[config.mk]
export PLATFORM = sky130hd
export DESIGN_NAME = bsoc_ctrl
export DESIGN_NICKNAME = d
export VERILOG_FILES = /design/src/hw/rtl/bsoc_pkg.sv /design/src/hw/rtl/bsoc_ctrl.sv
export SDC_FILE = /design/constraint.sdc
export NUM_CORES = 1
export LEC_CHECK = 0
export BUFFER_PORTS_ARGS = -buffer_cell sky130_fd_sc_hd__buf_2
export CAP_MARGIN = 5
export CORE_MARGIN = 1
export CORE_UTILIZATION = 46
export DETAILED_ROUTE_END_ITERATION = 8
export PLACE_DENSITY_LB_ADDON = 0.25
export SYNTH_ARGS = -nofsm -noshare
export SYNTH_HDL_FRONTEND = slang
export SYNTH_SLANG_ARGS = --single-unit
[constraint.sdc]
create_clock -name clk -period 2.1 [get_ports clk]
set_input_delay 0.105 -clock clk [delete_from_list [all_inputs] [get_ports clk]]
set_output_delay 0.105 -clock clk [all_outputs]
set_load 0.01 [all_outputs]
[src/hw/rtl/bsoc_pkg.sv]
package bsoc_pkg;

    // default charge precision (fraction bits of the internal charge)
    localparam int FRAC_BITS_DEF = 24;

    // field widths
    localparam int CUR_W      = 20;
    localparam int SUM_W      = 21;
    localparam int MAG_W      = 21;
    localparam int SCALE_W    = 40;
    localparam int SCALE_HALF = 20;
    localparam int RET_W      = 32;
    localparam int RET_HALF   = 16;
    localparam int DELTA_W    = 29;
    localparam int X_W        = 25;
    localparam int X_FRAC     = 24;
    localparam int ACC_W      = 28;
    localparam int VOLT_W     = 19;
    localparam int RES_W      = 20;
    localparam int CFG_IDX_W  = 2;
    localparam int CFG_DATA_W = 40;

    // register map
    typedef enum logic [CFG_IDX_W-1:0] {
        CFG_CHARGE_SCALE = 2'd0,
        CFG_RETAIN       = 2'd1
    } cfg_reg_t;

    localparam logic [SCALE_W-1:0] SCALE_RST  = 40'd195000000;
    localparam logic [RET_W-1:0]   RETAIN_RST = 32'hFFFF_FFFF;

    // cubic fit coefficients, voltage in Q24 volt, resistance in 2^-32 ohm
    localparam logic signed [ACC_W-1:0] VOC_P1 = 28'sd29511123;
    localparam logic signed [ACC_W-1:0] VOC_P2 = 28'sd47798288;
    localparam logic signed [ACC_W-1:0] VOC_P3 = 28'sd39191577;
    localparam logic signed [ACC_W-1:0] VOC_P4 = 28'sd46070235;
    localparam logic signed [ACC_W-1:0] RS_P1  = 28'sd121676;
    localparam logic signed [ACC_W-1:0] RS_P2  = 28'sd584116;
    localparam logic signed [ACC_W-1:0] RS_P3  = 28'sd775671;
    localparam logic signed [ACC_W-1:0] RS_P4  = 28'sd581109;

    localparam logic signed [ACC_W-1:0] VOLT_SAT = 28'sd524287;
    localparam logic signed [ACC_W-1:0] RES_SAT  = 28'sd1048575;

    // horner steps: three for voltage, then three for resistance
    localparam int POLY_STEPS  = 6;
    localparam int VOLT_STEPS  = 3;
    localparam int STEP_W      = 3;

    typedef enum logic [2:0] {
        MS_SCALE_LO = 3'd0,
        MS_SCALE_HI = 3'd1,
        MS_RET_LO   = 3'd2,
        MS_RET_HI   = 3'd3,
        MS_POLY     = 3'd4
    } mul_sel_t;

    typedef struct packed {
        logic              load_in;
        logic              mul_en;
        mul_sel_t          mul_sel;
        logic              save_lo;
        logic              delta_en;
        logic              charge_en;
        logic              x_en;
        logic              poly_init;
        logic              poly_add;
        logic [STEP_W-1:0] step;
        logic              out_load;
    } dp_cmd_t;

    // coefficient added after the product of each horner step
    function automatic logic signed [ACC_W-1:0] poly_coef(input logic [STEP_W-1:0] step);
        case (step)
            3'd0:    return -VOC_P2;
            3'd1:    return VOC_P3;
            3'd2:    return VOC_P4;
            3'd3:    return RS_P2;
            3'd4:    return -RS_P3;
            3'd5:    return RS_P4;
            default: return '0;
        endcase
    endfunction

endpackage

[src/hw/rtl/bsoc_ctrl.sv]
module bsoc_ctrl
    import bsoc_pkg::*;
(
    input  logic    clk,
    input  logic    rst_n,
    input  logic    in_valid,
    output logic    in_stall,
    output logic    out_valid,
    input  logic    out_stall,
    output dp_cmd_t cmd
);

    typedef enum logic [10:0] {
        S_IDLE  = 11'b000_0000_0001,
        S_DLO   = 11'b000_0000_0010,
        S_DHI   = 11'b000_0000_0100,
        S_DSUM  = 11'b000_0000_1000,
        S_RLO   = 11'b000_0001_0000,
        S_RHI   = 11'b000_0010_0000,
        S_RSUM  = 11'b000_0100_0000,
        S_XCALC = 11'b000_1000_0000,
        S_PMUL  = 11'b001_0000_0000,
        S_PADD  = 11'b010_0000_0000,
        S_DONE  = 11'b100_0000_0000
    } state_t;

    localparam logic [STEP_W-1:0] LAST_STEP = STEP_W'(POLY_STEPS - 1);

    state_t            state_reg, state_next;
    logic [STEP_W-1:0] step_reg, step_next;
    logic              out_valid_reg, out_valid_next;

    assign in_stall  = (state_reg != S_IDLE);
    assign out_valid = out_valid_reg;

    always_comb
    begin
        state_next = state_reg;
        step_next  = step_reg;
        cmd        = '0;
        cmd.step   = step_reg;
        case (state_reg)
            S_IDLE:
            begin
                if (in_valid)
                begin
                    cmd.load_in = 1'b1;
                    state_next  = S_DLO;
                end
            end
            S_DLO:
            begin
                cmd.mul_en  = 1'b1;
                cmd.mul_sel = MS_SCALE_LO;
                state_next  = S_DHI;
            end
            S_DHI:
            begin
                cmd.save_lo = 1'b1;
                cmd.mul_en  = 1'b1;
                cmd.mul_sel = MS_SCALE_HI;
                state_next  = S_DSUM;
            end
            S_DSUM:
            begin
                cmd.delta_en = 1'b1;
                state_next   = S_RLO;
            end
            S_RLO:
            begin
                cmd.mul_en  = 1'b1;
                cmd.mul_sel = MS_RET_LO;
                state_next  = S_RHI;
            end
            S_RHI:
            begin
                cmd.save_lo = 1'b1;
                cmd.mul_en  = 1'b1;
                cmd.mul_sel = MS_RET_HI;
                state_next  = S_RSUM;
            end
            S_RSUM:
            begin
                cmd.charge_en = 1'b1;
                state_next    = S_XCALC;
            end
            S_XCALC:
            begin
                cmd.x_en      = 1'b1;
                cmd.poly_init = 1'b1;
                step_next     = '0;
                state_next    = S_PMUL;
            end
            S_PMUL:
            begin
                cmd.mul_en  = 1'b1;
                cmd.mul_sel = MS_POLY;
                state_next  = S_PADD;
            end
            S_PADD:
            begin
                cmd.poly_add = 1'b1;
                if (step_reg == LAST_STEP)
                begin
                    state_next = S_DONE;
                end
                else
                begin
                    step_next  = step_reg + 1'b1;
                    state_next = S_PMUL;
                end
            end
            S_DONE:
            begin
                if (!out_valid_reg || !out_stall)
                begin
                    cmd.out_load = 1'b1;
                    state_next   = S_IDLE;
                end
            end
            default:
            begin
                state_next = S_IDLE;
            end
        endcase
    end

    always_comb
    begin
        out_valid_next = out_valid_reg;
        if (cmd.out_load)
        begin
            out_valid_next = 1'b1;
        end
        else if (out_valid_reg && !out_stall)
        begin
            out_valid_next = 1'b0;
        end
    end

    always_ff @(posedge clk or negedge rst_n)
    begin
        if (!rst_n)
        begin
            state_reg     <= S_IDLE;
            step_reg      <= '0;
            out_valid_reg <= 1'b0;
        end
        else
        begin
            state_reg     <= state_next;
            step_reg      <= step_next;
            out_valid_reg <= out_valid_next;
        end
    end

    // a waiting result is never overwritten
    a_no_overwrite: assert property (@(posedge clk) disable iff (!rst_n)
        cmd.out_load |-> !(out_valid_reg && out_stall))
        else $error("result register loaded while a word is still held");

    // horner counter stays within the six steps
    a_step_range: assert property (@(posedge clk) disable iff (!rst_n)
        (state_reg == S_PADD) |-> (step_reg <= LAST_STEP))
        else $error("polynomial step out of range");

    // an accepted word starts the charge step in the next cycle
    a_start: assert property (@(posedge clk) disable iff (!rst_n)
        (in_valid && !in_stall) |=> (state_reg == S_DLO))
        else $error("accepted word did not start the sequence");

endmodule

Word-level counts from Yosys, hierarchy flattened
Index checks and enable logic that the tools add are counted.
Word-level totals
  memories kept: 0
  output and inout bits: 17
  register bits: 15
  bits in latches: 0
  logic and storage cells: 47
  memory bits (writable): 0
  input port bits: 4
  bits in read-only memories: 0
Cells by class
  divide/modulo/power cells: 0
  multiplexer cells: 18
  multiply operators: 0
  $lt $le $gt $ge: 0
  equal/unequal tests: 16
  bitwise gates (word level): 0
  $add $sub $neg: 1
  reduce and logical (&&, ||, !) cells: 9
  shifts and indexed selects: 0
Operators by type and width (count)
  case mux 11 bit (11 select lines): 1
  two-way mux 11 bit: 3
  case mux 4 bit (5 select lines): 1
  equality test 11 x 1 -> 1 bit, second input constant: 1
  equality test 11 x 10 -> 1 bit, second input constant: 1
  equality test 11 bit, second input constant: 1
  equality test 11 x 2 -> 1 bit, second input constant: 1
  equality test 11 x 3 -> 1 bit, second input constant: 1
  equality test 11 x 4 -> 1 bit, second input constant: 1
  equality test 11 x 5 -> 1 bit, second input constant: 1
  equality test 11 x 6 -> 1 bit, second input constant: 1
  equality test 11 x 7 -> 1 bit, second input constant: 1
  equality test 11 x 8 -> 1 bit, second input constant: 1
  equality test 11 x 9 -> 1 bit, second input constant: 1
  inequality test 11 x 1 -> 1 bit, second input constant: 1
  two-way mux 1 bit: 10
  inequality test 2 bit, second input constant: 3
  case mux 3 bit (2 select lines): 1
  AND reduction 2 bit: 2
  nonzero test 2 bit: 2
  adder 3 x 1 -> 3 bit, second input constant: 1
  equality test 3 bit, second input constant: 1
  two-way mux 3 bit: 1
  zero test 1 bit: 2
  4 further kinds: 4

Longest topological paths before layout
Gate-level depths: netlist (run 1).
  depth after elaboration: 5
  mapped depth: 6
  gate-level depth less buffers: 6

Least setup slack after synthesis (run 1)
OpenSTA, ideal clock, no wires.
  path type: flip-flop to output port
  start point: reg state_reg[1]
  end point: out cmd[7] (netlist name)
  data arrival time: 1456 ps
  stages on the path, launching flop included: 4
  data required time: 1995 ps
  buffers on the path: 0
  slack: 539 ps
  cells stage by stage: dfrtp_1 nor4_4 nand2_1 nor4_1
RTL lines
  from (decl): RTL line bsoc_ctrl.sv:29  | state_t state_reg, state_next;
  from (signal assigned): RTL line bsoc_ctrl.sv:151  | state_reg <= state_next;
  to (decl): RTL line bsoc_ctrl.sv:10  | output dp_cmd_t cmd

==> run metrics, run 1 <==
Core Area=0.00173 mm²; antenna cells=0; Fin. Hold Viols=0; dpl cells=132; Peak VDD IR=0.689 mV; H-tree Lvls=1; Final ANT Viol Nets=0; Worst-Skew Late Latency=0.28 ns; critical path fanouts, max=6; Yosys reg bits=15; Synth area leaders=dfrtp_1 (41%), nor4_4 (7.5%), nand2b_1 (4.4%); Placer Congestion=0.785; # clock sinks=15; I/O pins=21; CP arrival=1.80 ns; hold wc startpoint=out_stall; worst min path class=in2reg; fin crit share=0.906; initial core utilization=0.493; DRT Pass-1 Iters=4; die span in x=45.0 µm; DIE AREA=0.00203 mm²; max FFs per register=11; pwr dens=824 mW/mm²; initial antenna violation count=0; fin crit period=1.90 ns; DPL Wire Length=1260 µm; Hold EP=out_valid; WHS=0.0476 ns; non-filler cells, final=141; synthesized instance count=88; Avg Cell Area, Syn=9.67 µm²; Worst R2R Start=state_reg[1]; setup_tns=0 ns; largest net degree at the start of global routing=16; initial drt markers=11; CTS buffer count=3; max-slew violations=0; Crit Reg-Reg Endpoint=step_reg[2]; # rows=15; Final Setup Violations=0; Syn-to-layout area delta=22.6%; CTS Root Cell=clkbuf_4; Max clock buf depth=2; Yosys top cell area share=0.412; post-synthesis cell type count=31; DRC viols=0; Max transition margin=0.762; placed instance area=975 µm²; Hold Path Depth=3; I/O Buffers=20; first-pass GRT wire length=2780 µm; Worst-Margin Slew=0.357 ns; synth warn=0; total of max-cap violations=0; # nets final=123; RSZ-0062 raised after global routing=false; vias in the first global route=626; crit start category=flip-flop; Synth Net Count=94; WP data required=2.00 ns; Design Area, Final=0.00104 mm²; clk slew on worst S/H paths=0.10 ns; drt total wl=1780 µm; r2r setup slk=0.37 ns; share of cells above drive strength 1=0.310; Lkg Pwr=0.000547 µW; CTS tree=yes; Die Y=45.0 µm; post-cts resize count=0; R2R cell count=6; most area-hungry cell type in the Yosys netlist=dfrtp_1; Global Route Usage Sum=0.191; run status=finished, final reports clean; post-synthesis instance area=851 µm²; drt via density=5.23; skew final=0.00743 ns; GR Overflow Total=0; critical path class=reg2out; part of the Yosys area used for sequential elements=0.443; fmax=0.526 GHz; Util after Layout=0.604; Routed wire per std cell=12.6 µm; CP Capture Type=output port; via count=738
[synth_stat cells]
cell type  number
or2b_1          1
nand2_1         5
and2_1          1
buf_4           2
o32ai_1         1
nand2_2         1
o21ai_0         4
nand3_1         3
nor4bb_1        1
nor3_1          1
o2111ai_1       1
nor2_1         10
nor3b_1         1
inv_1           7
xnor2_1         1
nand3_2         1
nand4_1         5
or3_1           2
nor2b_1         1
ha_1            2
nor4_4          3
nor4b_1         1
dfstp_2         1
nand2b_1        6
a211o_1         1
dfrtp_1        14
o22ai_1         2
nor4_1          3
a21oi_1         3
or4b_2          1
or2_2           2
[placed cells by master (no fill, tap or decap), drive strengths merged]
cell type,count
or2,2
dfrtp,14
nor4,6
nor3,1
and2,1
o2111ai,1
dlygate4sd3,2
nand2,6
or3,2
nor3b,1
nor4b,1
inv,7
xnor2,1
nor2b,1
nand4,5
or2b,1
or4b,1
o21ai,4
nor4bb,1
nand2b,6
o32ai,1
dfstp,1
clkbuf,4
buf,24
nand3,4
o22ai,2
ha,2
a211o,1
a21oi,3
nor2,10
[metrics by stage]
stage,power [µW],setup WS [ns]
3_5_place_dp,657,0.307
3_3_place_gp,653,0.341
2_1_floorplan,581,0.539
4_1_cts,827,0.00825
5_1_grt,909,0.0557
6_report,860,0.198
[report_power, final]
group | leakage (µW) | switching (µW) | internal [µW]
Clock | 0.0000150 | 93.8 | 73.6
Sequential | 0.000205 | 59.3 | 323
Combinational | 0.000327 | 156 | 154
Total | 0.000547 | 309 | 552
[layout make-up]
type                            count  area [µm²]
Tap cell                           25        31.3
Clock buffer                        4        26.3
Fill cell                         164         683
Sequential cell                    15         377
Timing Repair Buffer               26         150
Inverter                            7        26.3
Multi-Input combinational cell     64         433
[per-layer routing]
metal | track usage | vias up | wire, µm
met5 | 0 | - | 0
met4 | 0.0909 | 0 | 22
met3 | 0.0240 | 2 | 66
met2 | 0.281 | 21 | 780
met1 | 0.276 | 341 | 912
li1 | - | 374 | -
[logic make-up after synthesis]
kind of cell | count (synthesis) | share of synthesized area
xor+xnor | 1 | 0.0103
compound gates | 12 | 0.0868
fa+ha+maj | 2 | 0.0294
buf+inv | 9 | 0.0485
flops | 15 | 0.443
simple gates | 49 | 0.382
[timing repair]
action | CTS | global route
endpoints found under the setup margin | 2 | 4
setup buffers | 0 | 3
hold buffers | 2 | 0
pin swaps | 1 | 2
endpoints found under the hold margin | 15 | 0
[worst max-delay path by stage]
| stage | from | to | slack, ns | cells past startpoint |
|---|---|---|---|---|
| 2_1_floorplan | state_reg[1] | cmd[7] | 0.54 | 3 |
| 3_3_place_gp | state_reg[4] | cmd[9] | 0.34 | 5 |
| 3_5_place_dp | state_reg[4] | cmd[10] | 0.31 | 5 |
| 4_1_cts | state_reg[5] | cmd[10] | 0.008 | 5 |
| 5_1_grt | state_reg[6] | cmd[10] | 0.06 | 5 |
| 6_report | state_reg[6] | cmd[10] | 0.20 | 5 |
[worst max-delay path, cell delays in order, from the launching register on]
cell     delay, ns
dfrtp_1       0.45
nor4_4        0.37
nand2_2       0.17
nor4_4        0.26
or2_2         0.15
buf_2         0.12
(Power assumes the default switching activity.)
==> run 2: changes to the inputs <==
--- a/config.mk
+++ b/config.mk
@@ -5,11 +5,11 @@
 export SDC_FILE = /design/constraint.sdc
 export NUM_CORES = 1
 export LEC_CHECK = 0
-export BUFFER_PORTS_ARGS = -buffer_cell sky130_fd_sc_hd__buf_2
 export CAP_MARGIN = 5
 export CORE_MARGIN = 1
 export CORE_UTILIZATION = 46
 export DETAILED_ROUTE_END_ITERATION = 8
+export DONT_BUFFER_PORTS = 1
 export PLACE_DENSITY_LB_ADDON = 0.25
 export SYNTH_ARGS = -nofsm -noshare
 export SYNTH_HDL_FRONTEND = slang
==> constraint.sdc (replaced) <==
create_clock -name clk -period 1.7 [get_ports clk]
set_input_delay 0.085 -clock clk [delete_from_list [all_inputs] [get_ports clk]]
set_output_delay 0.085 -clock clk [all_outputs]
set_load 0.01 [all_outputs]
==> run 2 against run 1 <==
Against the previous run: the run now ends with negative setup slack left; via count rose by 8.5%; combinational power increased by 60%; clock power grew 26%; critical endpoint is now cmd[13]; register-to-register slack worse by 0.35 ns; critical path depth is the same; largest cell class unchanged; die area is the same; first-iteration DRC count increased by 140%; hold slack gained 0.098 ns; sequential power grew 21%; utilization rose by 5.4 points.
==> run metrics, run 2 (synthesis results as in run 1) <==
run status=finished, violations left; failing checks=negative setup slack; largest net degree at the start of global routing=16; # rows=15; GR Overflow Total=0; vias in the first global route=695; fin crit period=1.78 ns; DIE AREA=0.00203 mm²; WP data required=1.62 ns; r2r setup slk=0.02 ns; CP arrival=1.70 ns; Peak VDD IR=0.880 mV; commonest non-fill, non-tap cell in the layout=buf_4; die span in x=45.0 µm; Final Setup Violations=8; Syn-to-layout area delta=33.7%; most frequent cells in the layout=buf_4 (20), dfrtp_1 (10), nor2_1 (8); initial antenna violation count=0; initial drt markers=26; DPL Wire Length=1300 µm; critical path class=reg2out; Core Area=0.00173 mm²; fmax=0.561 GHz; hold wc startpoint=out_stall; met3 routed WL=108 µm; Crit Reg-Reg Endpoint=step_reg[1]; Placer Congestion=0.749; WL met1=924 µm; pre-CTS WS=0.0806 ns; CTS buffer count=3; pwr dens=1030 mW/mm²; max FFs per register=11; Crit path depth=5; DRT Pass-1 Iters=4; Worst-Skew Late Latency=0.29 ns; # nets final=122; Die Y=45.0 µm; DRC viols=0; crit-path max cell delay=0.43 ns; Worst R2R Start=state_reg[1]; CTS Root Cell=clkbuf_4; fin crit share=1.05; first-pass GRT wire length=3260 µm; drt total wl=2110 µm; antenna cells=0; Global Route Usage Sum=0.226; worst-path cell chain=buf_4, xnor2_1, or3_1, o22ai_1, nand2b_1; CTS tree=yes; via count=801; Layout fillers=136; Lkg Pwr=0.000529 µW; Hold EP=state_reg[10]; critical path fanouts, max=4; Max clock buf depth=2; I/O Buffers=0; max-slew violations=0; H-tree Lvls=1; drt via density=5.72; Routed wire per std cell=15.1 µm; total of max-cap violations=0; Worst Slack Setup Final=-0.0840 ns; skew final=0.0137 ns; initial core utilization=0.493; RSZ-0062 raised after global routing=true; Final Power=1170 µW; # clock sinks=15; Worst-Margin Slew=0.727 ns; R2R cell count=7; WHS=0.146 ns; routed wl met2=1060 µm; Worst path slowest cell=dfrtp_1; clk slew on worst S/H paths=0.11 ns; Final ANT Viol Nets=0; Hold Path Depth=3; worst path bufs/invs=1; worst min path class=in2reg; crit start category=flip-flop; max layer used=met4; top cell family by delay on the critical path=simple AND/OR/NAND/NOR gates; Fin. Hold Viols=0; I/O pins=21; Max transition margin=0.514; share of cells above drive strength 1=0.417; CP Capture Type=output port
## run 2: tightest hold or removal path, cell delays in order
cell	delay, ns
nor4bb_1	0.11
nand4_1	0.11
o21ai_0	0.09
## run 2: worst max-delay path by stage
stage / slack [ns] / startpoint / to
final: -0.08 / state_reg[1] / cmd[13]
after global routing: -0.17 / state_reg[4] / cmd[9]
after CTS: -0.09 / state_reg[6] / cmd[9]
after detailed placement: 0.08 / state_reg[4] / cmd[9]
after global placement: 0.14 / state_reg[4] / cmd[10]
after floorplan: 0.16 / state_reg[1] / step_reg[2]
## run 2: layer usage
metal,GRT usage,vias up
li1,-,372
met1,0.343,394
met2,0.316,33
met3,0.0400,2
met4,0.0909,0
met5,0,-
## run 2: final cells by class
cell class	instances	area (µm²)	area share
Tap cell	25	31.3	0.0275
Timing Repair Buffer	25	203	0.178
Clock buffer	3	22.5	0.0198
Clock inverter	1	5.00	0.00440
Sequential cell	15	382	0.336
Multi-Input combinational cell	64	465	0.409
Inverter	7	28.8	0.0253
## run 2: report_power, final
| part | total [µW] | internal (µW) | leakage [µW] | switching, µW |
|---|---|---|---|---|
| sequential | 464 | 402 | 0.000198 | 62.4 |
| combinational | 496 | 251 | 0.000313 | 245 |
| clock | 210 | 87.2 | 0.0000177 | 123 |
| total | 1170 | 740 | 0.000529 | 431 |
## run 2: stage by stage
step / utilization / TNS (ns) / instances / instance area [µm²]
after floorplan: - / 0 / 88 / 851
after global placement: 0.541 / 0 / 120 / 935
after detailed placement: 0.541 / 0 / 120 / 935
after CTS: 0.622 / -0.279 / 135 / 1070
after global routing: 0.659 / -1.33 / 140 / 1140
final: 0.659 / -0.276 / 140 / 1140
## run 2: repair_timing
action	4_1_cts	5_1_grt
hold buffers	3	0
endpoints found under the hold margin	18	0
resized for setup	9	11
endpoints found under the setup margin	12	15
pin swaps	4	6
buffers inserted	8	5
==> run 3: changes to the inputs <==
==> constraint.sdc (replaced) <==
create_clock -name clk -period 2 [get_ports clk]
set_input_delay 0.1 -clock clk [delete_from_list [all_inputs] [get_ports clk]]
set_output_delay 0.1 -clock clk [all_outputs]
set_load 0.05 [all_outputs]
==> run 3 against run 2 <==
Against the previous run: the flow now finishes without violations; design area rose by 1.2%; worst setup slack improved by 0.12 ns; utilization rose by 0.80 points; first-iteration DRC count fell by 42%; clock power fell by 21%; sequential share of layout area fell by 0.51 points; non-clock buffer count fell by 3; clock skew fell by 0.0067 ns; via count fell by 9.7%; routed wire length fell by 17%.
==> run metrics, run 3 (synthesis results as in run 1) <==
DIE AREA=0.00203 mm²; Max clock buf depth=2; GR Overflow Total=0; CTS tree=yes; DPL Wire Length=1240 µm; Hold EP=state_reg[1]; placed instance area=0.00103 mm²; CTS Root Cell=clkbuf_4; skew final=0.00692 ns; crit start category=flip-flop; fin crit period=1.96 ns; Routed wire per std cell=12.8 µm; initial antenna violation count=0; initial drt markers=15; Final Setup Violations=0; Crit Reg-Reg Endpoint=step_reg[2]; Design Area, Final=0.00115 mm²; setup_tns=0 ns; fin crit share=0.981; r2r setup slk=0.20 ns; I/O Buffers=0; Global Route Usage Sum=0.185; first-pass GRT wire length=2620 µm; H-tree Lvls=1; largest net degree at the start of global routing=16; critical path launch point=state_reg[2]; Placer Congestion=0.758; Hold Path Depth=2; Layout fillers=132; I/O pins=21; # rows=15; Max transition margin=0.550; vias in the first global route=590; Fin. Hold Viols=0; Die Y=45.0 µm; clk slew on worst S/H paths=0.08 ns; Reg area=380 µm²; commonest non-fill, non-tap cell in the layout=buf_4; hold wc startpoint=in_valid; initial core utilization=0.493; critical path fanouts, max=6; R2R cell count=6; via count=723; drt total wl=1760 µm; Core Area=0.00173 mm²; run status=finished, final reports clean; Worst-Margin Slew=0.673 ns; Lkg Pwr=0.000523 µW; DRT Pass-1 Iters=5; Worst R2R Start=state_reg[2]; # nets final=119; share of cells above drive strength 1=0.375; worst min path class=in2reg; fmax=0.510 GHz; CP Capture Type=output port; DRC viols=0; Syn-to-layout area delta=35.3%; antenna cells=0; Multi-input gate area=469 µm²; Peak VDD IR=0.882 mV; critical path class=reg2out; die span in x=45.0 µm; CP arrival=1.86 ns; CTS buffer count=3; WP data required=1.90 ns; max FFs per register=11; # clock sinks=15; pwr dens=1030 mW/mm²; most frequent cells in the layout=buf_4 (15), dfrtp_1 (11), nor2_1 (9); total of max-cap violations=0; Final ANT Viol Nets=0; drt via density=5.28; RSZ-0062 raised after global routing=true; Worst-Skew Late Latency=0.28 ns; max-slew violations=0
-- run 3: changes by cell type in the layout (fill, tap and decap cells not counted), moves of 2 or more --
cell,previous run,this run
buf_4,20,15
buf_12,0,3
o21ai_0,2,4
o21ai_1,2,0
-- run 3: worst max path at each step --
stage                     endpoint  slack [ns]  cells after the start
final                       cmd[0]        0.04                      6
after global routing        cmd[5]       -0.08                      6
after floorplan             cmd[7]       -0.09                      3
after detailed placement    cmd[7]        0.31                      5
after CTS                   cmd[7]        0.01                      5
after global placement      cmd[7]        0.33                      5
-- run 3: timing repair --
action,4_1_cts,5_1_grt
buffers inserted,0,5
hold buffers,3,0
cloned,0,0
gates resized for setup,1,10
pin swaps,0,4
setup endpoints to repair,2,8
endpoints found under the hold margin,17,0
-- run 3: final cells by class --
type | count | share of cell area
multi-input combinational | 64 | 0.408
sequential | 15 | 0.330
timing repair buffer | 22 | 0.186
tap | 25 | 0.0272
inverter | 7 | 0.0261
clock buffer | 4 | 0.0228
-- run 3: worst max-delay path: stages, from the launching register on --
cell     delay [ns]
dfrtp_2        0.46
nor4_4         0.37
buf_4          0.21
buf_6          0.09
nand4_1        0.10
a21oi_1        0.14
buf_4          0.21
-- run 3: per-layer routing --
layer	GRT usage	up-vias	share of wire
li1	-	365	-
met1	0.276	342	0.49
met2	0.243	14	0.46
met3	0.0720	2	0.036
met4	0.0545	0	0.012
met5	0	-	0
-- run 3: metrics by stage --
step                worst slack (ns)   util  instances  total power (µW)  hold WS [ns]
finish                        0.0387  0.667        137              1190        0.0212
detailed placement             0.312  0.596        125               923        -0.195
CTS                           0.0128  0.629        132              1100       0.00720
global route                 -0.0813  0.667        137              1250       0.00456
floorplan                    -0.0940      -         88               753        -0.196
global placement               0.327  0.596        125               918        -0.195
-- run 3: power breakdown --
group          total [µW]  internal (µW)  leakage, µW  switching, µW
Combinational         613            280     0.000308            333
Sequential            407            343     0.000200           64.4
Clock                 165           77.3    0.0000150           87.9
Total                1190            700     0.000523            485
